--- config.mk ---
export PLATFORM = sky130hd
export DESIGN_NAME = dirty_tile_tracker
export DESIGN_NICKNAME = d
export VERILOG_FILES = /design/src/dtt_pkg.sv /design/src/dirty_tile_tracker.sv /design/src/dtt_row_unit.sv
export SDC_FILE = /design/constraint.sdc
export NUM_CORES = 1
export LEC_CHECK = 0
export BUFFER_PORTS_ARGS = -buffer_cell sky130_fd_sc_hd__buf_2
export CAP_MARGIN = 40
export CORE_ASPECT_RATIO = 0.7
export CORE_UTILIZATION = 40
export DETAILED_ROUTE_END_ITERATION = 8
export GPL_TIMING_DRIVEN = 0
export PLACE_DENSITY_LB_ADDON = 0.05
export RECOVER_POWER = 100
export SLEW_MARGIN = 10
export SYNTH_ARGS = -nofsm -noshare
export SYNTH_HDL_FRONTEND = slang
export SYNTH_HIERARCHICAL = 1
export SYNTH_SLANG_ARGS = --single-unit
export TNS_END_PERCENT = 30
--- constraint.sdc ---
create_clock -name aclk -period 8.2 [get_ports aclk]
set_input_delay 1.23 -clock aclk [delete_from_list [all_inputs] [get_ports aclk]]
set_output_delay 1.23 -clock aclk [all_outputs]
set_load 0.05 [all_outputs]
--- src/dtt_pkg.sv ---
`timescale 1ns / 1ps

package dtt_pkg;

    // Grid geometry.
    localparam int TILES_WIDE = 20;
    localparam int TILES_HIGH = 13;
    localparam int TILE_SHIFT = 4;

    // Field widths.
    localparam int COORD_W = 16;
    localparam int INDEX_W = 9;
    localparam int TC_W    = COORD_W - TILE_SHIFT;
    localparam int COL_W   = (TILES_WIDE > 1) ? $clog2(TILES_WIDE) : 1;
    localparam int ROW_W   = (TILES_HIGH > 1) ? $clog2(TILES_HIGH) : 1;

    localparam logic signed [TC_W-1:0] TC_WIDE    = TC_W'(TILES_WIDE);
    localparam logic signed [TC_W-1:0] TC_HIGH    = TC_W'(TILES_HIGH);
    localparam logic [COL_W-1:0]       COL_LAST   = COL_W'(TILES_WIDE - 1);
    localparam logic [ROW_W-1:0]       ROW_LAST   = ROW_W'(TILES_HIGH - 1);
    localparam logic [INDEX_W-1:0]     ROW_STRIDE = INDEX_W'(TILES_WIDE);

    typedef enum logic {
        FUNC_MARK = 1'b0,
        FUNC_TAKE = 1'b1
    } func_t;

    typedef enum logic [1:0] {
        ST_IDLE,
        ST_MARK,
        ST_SCAN,
        ST_DONE
    } state_t;

    typedef struct packed {
        func_t                     func;
        logic signed [COORD_W-1:0] x_left;
        logic signed [COORD_W-1:0] y_top;
        logic signed [COORD_W-1:0] x_right;
        logic signed [COORD_W-1:0] y_bottom;
    } in_item_t;

    typedef struct packed {
        logic               accepted;
        logic               found;
        logic [INDEX_W-1:0] tile_index;
    } out_item_t;

    // Command to the shared row unit.
    typedef struct packed {
        logic             mark;
        logic [COL_W-1:0] c_lo;
        logic [COL_W-1:0] c_hi;
    } row_cmd_t;

    // Answer from the shared row unit.
    typedef struct packed {
        logic [TILES_WIDE-1:0] word;
        logic                  hit;
        logic [COL_W-1:0]      col;
    } row_res_t;

endpackage

--- src/dirty_tile_tracker.sv ---
`timescale 1ns / 1ps

// Dirty tile tracker: one dirty bit per 16x16 pixel tile on a 20 by 13 tile
// grid, tiles numbered row-major. A mark transaction (func = 0) converts its
// signed pixel rectangle to tile coordinates with an arithmetic shift,
// rejects it (accepted = 0) when it lies wholly off the grid, and otherwise
// clips it and sets every covered tile. A take-next transaction (func = 1)
// clears the lowest-numbered dirty tile and returns its index with found = 1,
// or found = 0 and index 0 when the map is clean. Every input transaction
// yields exactly one result transaction. The map is stored as one register
// row per tile row and is clean after reset; a single row unit performs all
// updates, one tile row per clock. A mark walks the covered tile rows in
// turn (none when rejected or empty), and a take-next scans rows from the
// top until it finds a dirty tile or has checked the last row.
// The input is ready only while the block is idle; a finished result waits
// in the output register, so a new transaction can be taken while the
// previous result is still held, and only its completion waits for m_ready.
module dirty_tile_tracker import dtt_pkg::*; (
    input  logic      aclk,
    input  logic      aresetn,

    input  logic      s_valid,
    output logic      s_ready,
    input  in_item_t  s_data,

    output logic      m_valid,
    input  logic      m_ready,
    output out_item_t m_data
);

    // Sequencer state.
    state_t state_reg, state_next;

    // Work registers of the current transaction.
    logic [COL_W-1:0]   c_lo_reg, c_lo_next;
    logic [COL_W-1:0]   c_hi_reg, c_hi_next;
    logic [ROW_W-1:0]   row_reg, row_next;
    logic [ROW_W-1:0]   row_hi_reg, row_hi_next;
    logic [INDEX_W-1:0] base_reg, base_next;
    out_item_t          res_reg, res_next;

    // Output register.
    logic               m_valid_reg, m_valid_next;
    out_item_t          m_data_reg, m_data_next;

    // Dirty map, one register per tile row.
    logic [TILES_WIDE-1:0] map_reg [TILES_HIGH];
    logic                  row_we;

    row_cmd_t row_cmd;
    row_res_t row_res;

    // Decoding of the incoming rectangle. Dropping the low bits of a two's
    // complement value is an arithmetic shift, which rounds toward minus
    // infinity as required.
    logic signed [TC_W-1:0] c0_t, r0_t, c1_t, r1_t;
    logic                   reject;
    logic [COL_W-1:0]       c_lo_clip, c_hi_clip;
    logic [ROW_W-1:0]       r_lo_clip, r_hi_clip;
    logic                   rows_empty;
    logic                   accept_in;
    logic                   out_free;

    assign c0_t = s_data.x_left[COORD_W-1:TILE_SHIFT];
    assign r0_t = s_data.y_top[COORD_W-1:TILE_SHIFT];
    assign c1_t = s_data.x_right[COORD_W-1:TILE_SHIFT];
    assign r1_t = s_data.y_bottom[COORD_W-1:TILE_SHIFT];

    // Off-grid when the near corner lies past the grid or the far corner
    // lies before it.
    assign reject = (c0_t >= TC_WIDE) || (r0_t >= TC_HIGH) || c1_t[TC_W-1] || r1_t[TC_W-1];

    assign c_lo_clip = c0_t[TC_W-1] ? '0 : c0_t[COL_W-1:0];
    assign r_lo_clip = r0_t[TC_W-1] ? '0 : r0_t[ROW_W-1:0];
    assign c_hi_clip = (c1_t >= TC_WIDE) ? COL_LAST : c1_t[COL_W-1:0];
    assign r_hi_clip = (r1_t >= TC_HIGH) ? ROW_LAST : r1_t[ROW_W-1:0];

    // A rectangle inverted in rows touches nothing but is still accepted.
    // One inverted in columns yields an empty mask in the row unit.
    assign rows_empty = r_lo_clip > r_hi_clip;

    assign s_ready   = (state_reg == ST_IDLE);
    assign accept_in = s_valid && s_ready;
    assign out_free  = !m_valid_reg || m_ready;

    assign m_valid = m_valid_reg;
    assign m_data  = m_data_reg;

    // Shared row unit.
    assign row_cmd.mark = (state_reg == ST_MARK);
    assign row_cmd.c_lo = c_lo_reg;
    assign row_cmd.c_hi = c_hi_reg;

    dtt_row_unit u_row_unit (
        .row_word (map_reg[row_reg]),
        .cmd      (row_cmd),
        .res      (row_res)
    );

    // Next state.
    always_comb begin
        state_next = state_reg;
        case (state_reg)
            ST_IDLE: begin
                if (accept_in) begin
                    if (s_data.func == FUNC_TAKE) begin
                        state_next = ST_SCAN;
                    end else if (reject || rows_empty) begin
                        state_next = ST_DONE;
                    end else begin
                        state_next = ST_MARK;
                    end
                end
            end
            ST_MARK: begin
                if (row_reg == row_hi_reg) begin
                    state_next = ST_DONE;
                end
            end
            ST_SCAN: begin
                if (row_res.hit || (row_reg == ROW_LAST)) begin
                    state_next = ST_DONE;
                end
            end
            ST_DONE: begin
                if (out_free) begin
                    state_next = ST_IDLE;
                end
            end
            default: begin
                state_next = ST_IDLE;
            end
        endcase
    end

    // Datapath and output controls.
    always_comb begin
        c_lo_next    = c_lo_reg;
        c_hi_next    = c_hi_reg;
        row_next     = row_reg;
        row_hi_next  = row_hi_reg;
        base_next    = base_reg;
        res_next     = res_reg;
        row_we       = 1'b0;
        m_valid_next = m_valid_reg && !m_ready;
        m_data_next  = m_data_reg;

        case (state_reg)
            ST_IDLE: begin
                if (accept_in) begin
                    c_lo_next           = c_lo_clip;
                    c_hi_next           = c_hi_clip;
                    row_hi_next         = r_hi_clip;
                    base_next           = '0;
                    res_next.found      = 1'b0;
                    res_next.tile_index = '0;
                    if (s_data.func == FUNC_TAKE) begin
                        row_next          = '0;
                        res_next.accepted = 1'b0;
                    end else begin
                        row_next          = r_lo_clip;
                        res_next.accepted = !reject;
                    end
                end
            end
            ST_MARK: begin
                row_we = 1'b1;
                if (row_reg != row_hi_reg) begin
                    row_next = row_reg + ROW_W'(1);
                end
            end
            ST_SCAN: begin
                if (row_res.hit) begin
                    row_we              = 1'b1;
                    res_next.found      = 1'b1;
                    res_next.tile_index = base_reg + INDEX_W'(row_res.col);
                end else if (row_reg != ROW_LAST) begin
                    row_next  = row_reg + ROW_W'(1);
                    base_next = base_reg + ROW_STRIDE;
                end
            end
            ST_DONE: begin
                if (out_free) begin
                    m_valid_next = 1'b1;
                    m_data_next  = res_reg;
                end
            end
            default: begin
            end
        endcase
    end

    always_ff @(posedge aclk) begin
        if (!aresetn) begin
            state_reg   <= ST_IDLE;
            m_valid_reg <= 1'b0;
        end else begin
            state_reg   <= state_next;
            m_valid_reg <= m_valid_next;
        end
    end

    always_ff @(posedge aclk) begin
        c_lo_reg   <= c_lo_next;
        c_hi_reg   <= c_hi_next;
        row_reg    <= row_next;
        row_hi_reg <= row_hi_next;
        base_reg   <= base_next;
        res_reg    <= res_next;
        m_data_reg <= m_data_next;
    end

    // The map is clean after reset.
    always_ff @(posedge aclk) begin
        if (!aresetn) begin
            for (int r = 0; r < TILES_HIGH; r++) begin
                map_reg[r] <= '0;
            end
        end else if (row_we) begin
            map_reg[row_reg] <= row_res.word;
        end
    end

`ifndef ASSERT_OFF
    // An accepted transaction always starts work.
    a_accept_leaves_idle: assert property (@(posedge aclk) disable iff (!aresetn)
        (s_valid && s_ready) |=> (state_reg != ST_IDLE))
        else $error("transaction accepted but sequencer stayed idle");

    // Marking never walks past the last clipped row.
    a_mark_row_bound: assert property (@(posedge aclk) disable iff (!aresetn)
        (state_reg == ST_MARK) |-> (row_reg <= row_hi_reg))
        else $error("mark row beyond clipped bottom row");

    // The running row base tracks the row counter during a scan.
    a_scan_base: assert property (@(posedge aclk) disable iff (!aresetn)
        (state_reg == ST_SCAN) |-> (base_reg == INDEX_W'(row_reg) * ROW_STRIDE))
        else $error("scan row base out of step with row counter");

    // A result only appears out of the completion state.
    a_result_from_done: assert property (@(posedge aclk) disable iff (!aresetn)
        $rose(m_valid) |-> $past(state_reg == ST_DONE))
        else $error("result raised outside completion state");
`endif

endmodule

--- src/dtt_row_unit.sv ---
`timescale 1ns / 1ps

// Read-modify-write logic for one row of dirty bits.
module dtt_row_unit import dtt_pkg::*; (
    input  logic [TILES_WIDE-1:0] row_word,
    input  row_cmd_t              cmd,
    output row_res_t              res
);

    logic [TILES_WIDE-1:0] mask;
    logic [COL_W-1:0]      low_col;

    always_comb begin
        for (int c = 0; c < TILES_WIDE; c++) begin
            mask[c] = (COL_W'(c) >= cmd.c_lo) && (COL_W'(c) <= cmd.c_hi);
        end
    end

    // Lowest set bit of the row.
    always_comb begin
        low_col = '0;
        for (int c = TILES_WIDE - 1; c >= 0; c--) begin
            if (row_word[c]) begin
                low_col = COL_W'(c);
            end
        end
    end

    always_comb begin
        res.hit = |row_word;
        res.col = low_col;
        if (cmd.mark) begin
            res.word = row_word | mask;
        end else begin
            // Clearing the lowest set bit.
            res.word = row_word & (row_word - TILES_WIDE'(1));
        end
    end

endmodule
Word level (Yosys, flattened, before mapping)

Memory sizes are Yosys's and may differ from the RTL's. A register that Yosys moved wholly into a read port is not among the register bits.
Cells that the tools add are included.

Add/subtract/negate cells: 4
Order comparisons: 45
Eq/ne operators: 15
Multiplexer cells: 55
Bitwise operators: 2
Reductions and logical operators: 42

Operators with widths:

| operator                | count |
|---|---|
| $mux W5                 | 20 |
| $ge A4 B5 Y1 const A    | 8 |
| $le A4 B5 Y1 const A    | 8 |
| $mux W20                | 2 |
| $reduce_or A20 Y1       | 2 |
| $mux W4                 | 9 |
| $mux W9                 | 3 |
| $ge A12 B5 Y1 const B   | 2 |
| $ge A12 B6 Y1 const B   | 2 |
| $logic_and A1 B1 Y1     | 22 |
| $and A20 B20 Y20        | 1 |
| $ge A3 B5 Y1 const A    | 4 |
| $ge A5 B5 Y1 const A    | 4 |
| $le A3 B5 Y1 const A    | 4 |
| $le A5 B5 Y1 const A    | 4 |
| $mux W10                | 2 |
| $or A20 B20 Y20         | 1 |
| $pmux W10 S2            | 1 |
| $sub A20 B1 Y20 const B | 1 |
| $pmux W9 S2             | 1 |
| $mux W2                 | 6 |
| $pmux W4 S3             | 1 |
| $ge A1 B5 Y1 const A    | 2 |
| $ge A2 B5 Y1 const A    | 2 |
| 26 further kinds        | 51 |

Flip-flop bits (word level): 52
Memory bits (writable): 260
Input bits: 69
Output and inout bits: 13
Logic and storage cells: 177
Memories: 1

Memory list:

| name    | words | bits a word | rd ports | clocked after Yosys merged registers in | write ports | RTL line                 | RTL |
|---|---|---|---|---|---|---|---|
| map_reg | 13    | 20          | 1        | 1                                       | 13          | dirty_tile_tracker.sv:47 | `logic [TILES_WIDE-1:0] map_reg [TILES_HIGH];` |

Logic depth before layout (Yosys ltp)

Word-level depth: 23
Gate-level depth with buffers: 14
Mapped depth without buffers: 12

Cells and area by module

Netlist, hierarchy kept.

By module, submodules not included:

| module             | times used | cells each | area an instance (µm²) |
|---|---|---|---|
| dirty_tile_tracker | 1          | 1,005      | 16,891.2 |
| dtt_row_unit       | 1          | 151        | 863.3 |

Worst setup path before layout

No wires, ideal clock.

Path kind: register to register
From: register (tool-made name)
To: memory map_reg[4][0], enable pin
Setup time: 0.425 ns
Arrival time: 3.639 ns
Data required time: 7.775 ns
Path slack: 4.136 ns
Cell stages (with the launch flop): 12
Clock period less this slack: 4.064 ns
Path through: dfxtp_1 > clkbuf_1 > clkbuf_1 > mux4_2 > mux4_2 > nor4_4 > nand4_1 > nand2b_1 > a21oi_1 > nor2_1 > nand2_1 > o21ai_0

RTL lines:

| what             | RTL line |
|---|---|
| end: declaration | dirty_tile_tracker.sv:47 |

==> flow_metrics.env <==
export IMPL_path_common_cell="clkbuf_1"
export IMPL_route_detailed_drc=0
export IMPL_critPathMaxFanout=11
export IMPL_drtIter0Drc=840
export IMPL_overflow=0
export IMPL_worstPathArrival_ns=6.94
export IMPL_status="complete, but fails checks"
export IMPL_nets=1365
export IMPL_tns_ns=0
export IMPL_ys_async_sr_fraction_pct=0
export IMPL_portBuffers=65
export IMPL_cts_resized_gates=0
export IMPL_crit_family="simple AND/OR/NAND/NOR gates"
export IMPL_pin_count=82
export IMPL_hpwl_um=32400
export IMPL_leakagePower_uw=0.007052
export IMPL_numCtsBuffers=39
export IMPL_cpMaxStageDelayCell="nor4_1"
export IMPL_cp_data_required_time_ns=8.37
export IMPL_clock_sinks=374
export IMPL_crit_path_end_kind="register"
export IMPL_min_period_ns=6.772
export IMPL_ys_seq_area_share_pct=62.86
export IMPL_grtUsageTotal_pct=21.41
export IMPL_postCtsSetupRepairBufs=0
export IMPL_peakVddDrop_mv=0.1589
export IMPL_place_gp_congestion=0.8169
export IMPL_grt_pass1_vias=10234
export IMPL_via_count=10174
export IMPL_final_common_cell="edfxtp_1"
export IMPL_wl_um=46810
export IMPL_dr_pass1_iters=5
export IMPL_largest_reg_flops=320
export IMPL_yosysWarnings=6
export IMPL_die_area_mm2=0.04525
export IMPL_fin_skew_ns=0.02887
export IMPL_fin_total_pwr_uw=6805
export IMPL_synth_area_per_cell_um2=15.36
export IMPL_drive_gt1_share_pct=12.85
export IMPL_grt_max_degree=21
export IMPL_criticalPathCategory="register to register"
export IMPL_setup_viol=0
export IMPL_rsz0062_at_grt="false"
export IMPL_cts_root_buf="clkbuf_16"
export IMPL_die_width_um=253.8
export IMPL_dpl_instance_area_mm2=0.01921
export IMPL_clock_latency_ns=0.55
export IMPL_synth_ff_type="edfxtp_1"
export IMPL_critPathBufInv=3
export IMPL_cp_cell_sequence="clkbuf_1 > clkbuf_1 > mux4_1 > mux4_2 > nor4_1 > nand4_1 > nand2b_1 > a21oi_1 > nor2_1 > nand2_1 > o21ai_0 > clkbuf_1"
export IMPL_design_area_mm2=0.02010
export IMPL_failed_checks="max-capacitance violations, max-slew violations"
export IMPL_cts_tree="built"
export IMPL_ys_types=61
export IMPL_timing_fmax_mhz=147.7
export IMPL_layout_common_cells="367 x edfxtp_1, 139 x and2_1, 133 x and2_0"
export IMPL_n_antenna_cell=0
export IMPL_antenna_found_initial=2
export IMPL_slew_viol_final=127
export IMPL_start_util_pct=40.61
export IMPL_slew_headroom_pct=-54.51
export IMPL_synth_seq_cells=374
export IMPL_netlist_area_mm2=0.01775
export IMPL_syn_to_final_growth_pct=13.23
export IMPL_die_h_um=178.3
export IMPL_maxCapViolations=9
export IMPL_period_share_pct=82.58
export IMPL_start_kind="register"
export IMPL_cts_max_level=2
export IMPL_powerDensity_mw_per_mm2=338.5
export IMPL_cts_hold_buf=0
export IMPL_worstHoldPathType="register to register"
export IMPL_max_stage_delay_ns=1.08
export IMPL_grt_pass1_wl_um=68690
export IMPL_post_drt_wl_per_cell_um=24.62
export IMPL_synth_edff_count=367
export IMPL_syn_nets=1242
export IMPL_viasPerCell=5.352
export IMPL_postRouteAntennaNets=0
export IMPL_cts_max_path_buffers=3
export IMPL_finalHoldViolCount=0
export IMPL_final_util_pct=45.98
export IMPL_path_clk_slew_ns=0.07
export IMPL_syn_inst=1156
export IMPL_core_area_mm2=0.04372
export IMPL_worst_pin_slew_ns=2.302
export IMPL_rows=64
==> per-stage QoR <==
step	hold WS, ns	worst slack, ns	cells
2_1_floorplan	0.4003	4.136	1156
3_3_place_gp	0.4026	1.047	1815
3_5_place_dp	0.4054	2.557	1831
4_1_cts	0.4089	2.500	1900
5_1_grt	0.4165	1.261	1901
6_report	0.4105	1.428	1901
==> synth_stat cells, drive strengths merged (3+ instances only) <==
library cell | count | area (um^2)
a31oi | 10 | 62.56
nand3 | 8 | 40.04
nor3 | 11 | 55.05
nor2b | 22 | 137.6
edfxtp | 367 | 11020
mux2 | 4 | 45.04
nor2 | 48 | 180.2
nand2b | 14 | 87.58
o31ai | 7 | 52.55
and2 | 272 | 1702
a21boi | 4 | 30.03
o21ai | 40 | 200.2
nand2 | 31 | 116.4
dfxtp | 7 | 140.1
buf | 13 | 136.4
nor4 | 10 | 92.59
o21a | 3 | 22.52
xnor2 | 7 | 61.31
ha | 16 | 200.2
o22a | 3 | 28.78
inv | 16 | 60.06
o211ai | 3 | 22.52
or3 | 10 | 67.56
clkbuf | 70 | 262.8
xor2 | 5 | 43.79
a221oi | 5 | 43.79
mux4 | 100 | 2485
a21oi | 19 | 95.09
or2 | 5 | 31.28
==> final cells by class <==
cell class / count / area, um^2
fill: 3958 / 23620
sequential: 374 / 11160
multi-input combinational: 683 / 6112
clock buffer: 45 / 998.5
tap: 594 / 743.2
timing repair buffer: 82 / 406.6
buffer: 83 / 399.1
clock inverter: 24 / 224.0
inverter: 16 / 60.06
==> kinds of logic after synthesis <==
| logic type | share of synthesized area, % |
|---|---|
| DFF | 62.86 |
| AOI/OAI and AO/OA | 3.728 |
| xor gates and xnor gates | 0.5920 |
| and+or+nand+nor | 14.69 |
| adders and majority gates | 1.240 |
| buffers and inverters | 2.586 |
| muxes | 14.31 |
==> path summary, 6_finish.rpt <==
| kind | startpoint | endpoint | slack (ns) | cells past startpoint |
|---|---|---|---|---|
| worst max-delay path | register | map_reg[9][17] | 1.43 | 12 |
| worst max register to register | register | map_reg[9][17] | 1.43 | 12 |
| worst min register to register | res_reg[9] | m_data[9] | 0.41 | 0 |
| worst min-delay path | res_reg[9] | m_data[9] | 0.41 | 0 |
==> metal layers <==
| metal | track usage, % | part of all wire (%) | up-vias |
|---|---|---|---|
| met1 | 32.65 | 50 | 5248 |
| met5 | 0 | 0 | - |
| met3 | 3.385 | 4.1 | 69 |
| li1 | - | - | 4659 |
| met4 | 6.124 | 2.5 | 0 |
| met2 | 31.48 | 43 | 198 |
==> where the power goes <==
| part | switching [uW] | internal [uW] | leakage (uW) |
|---|---|---|---|
| registers | 86.2 | 2420 | 0.00374 |
| logic | 1670 | 869 | 0.00271 |
| clock network | 760 | 1000 | 0.000604 |
==> worst register-to-register path: cells and delay by family, from the launching register on <==
| family | cells | cell delay, ns |
|---|---|---|
| AO/OA/AOI/OAI | 2 | 0.99 |
| multiplexers | 2 | 1.04 |
| AND/OR/NAND/NOR | 5 | 2.18 |
| buffers and inverters | 3 | 1.82 |
| flip-flops | 1 | 0.35 |
(Power assumes the default switching activity.)
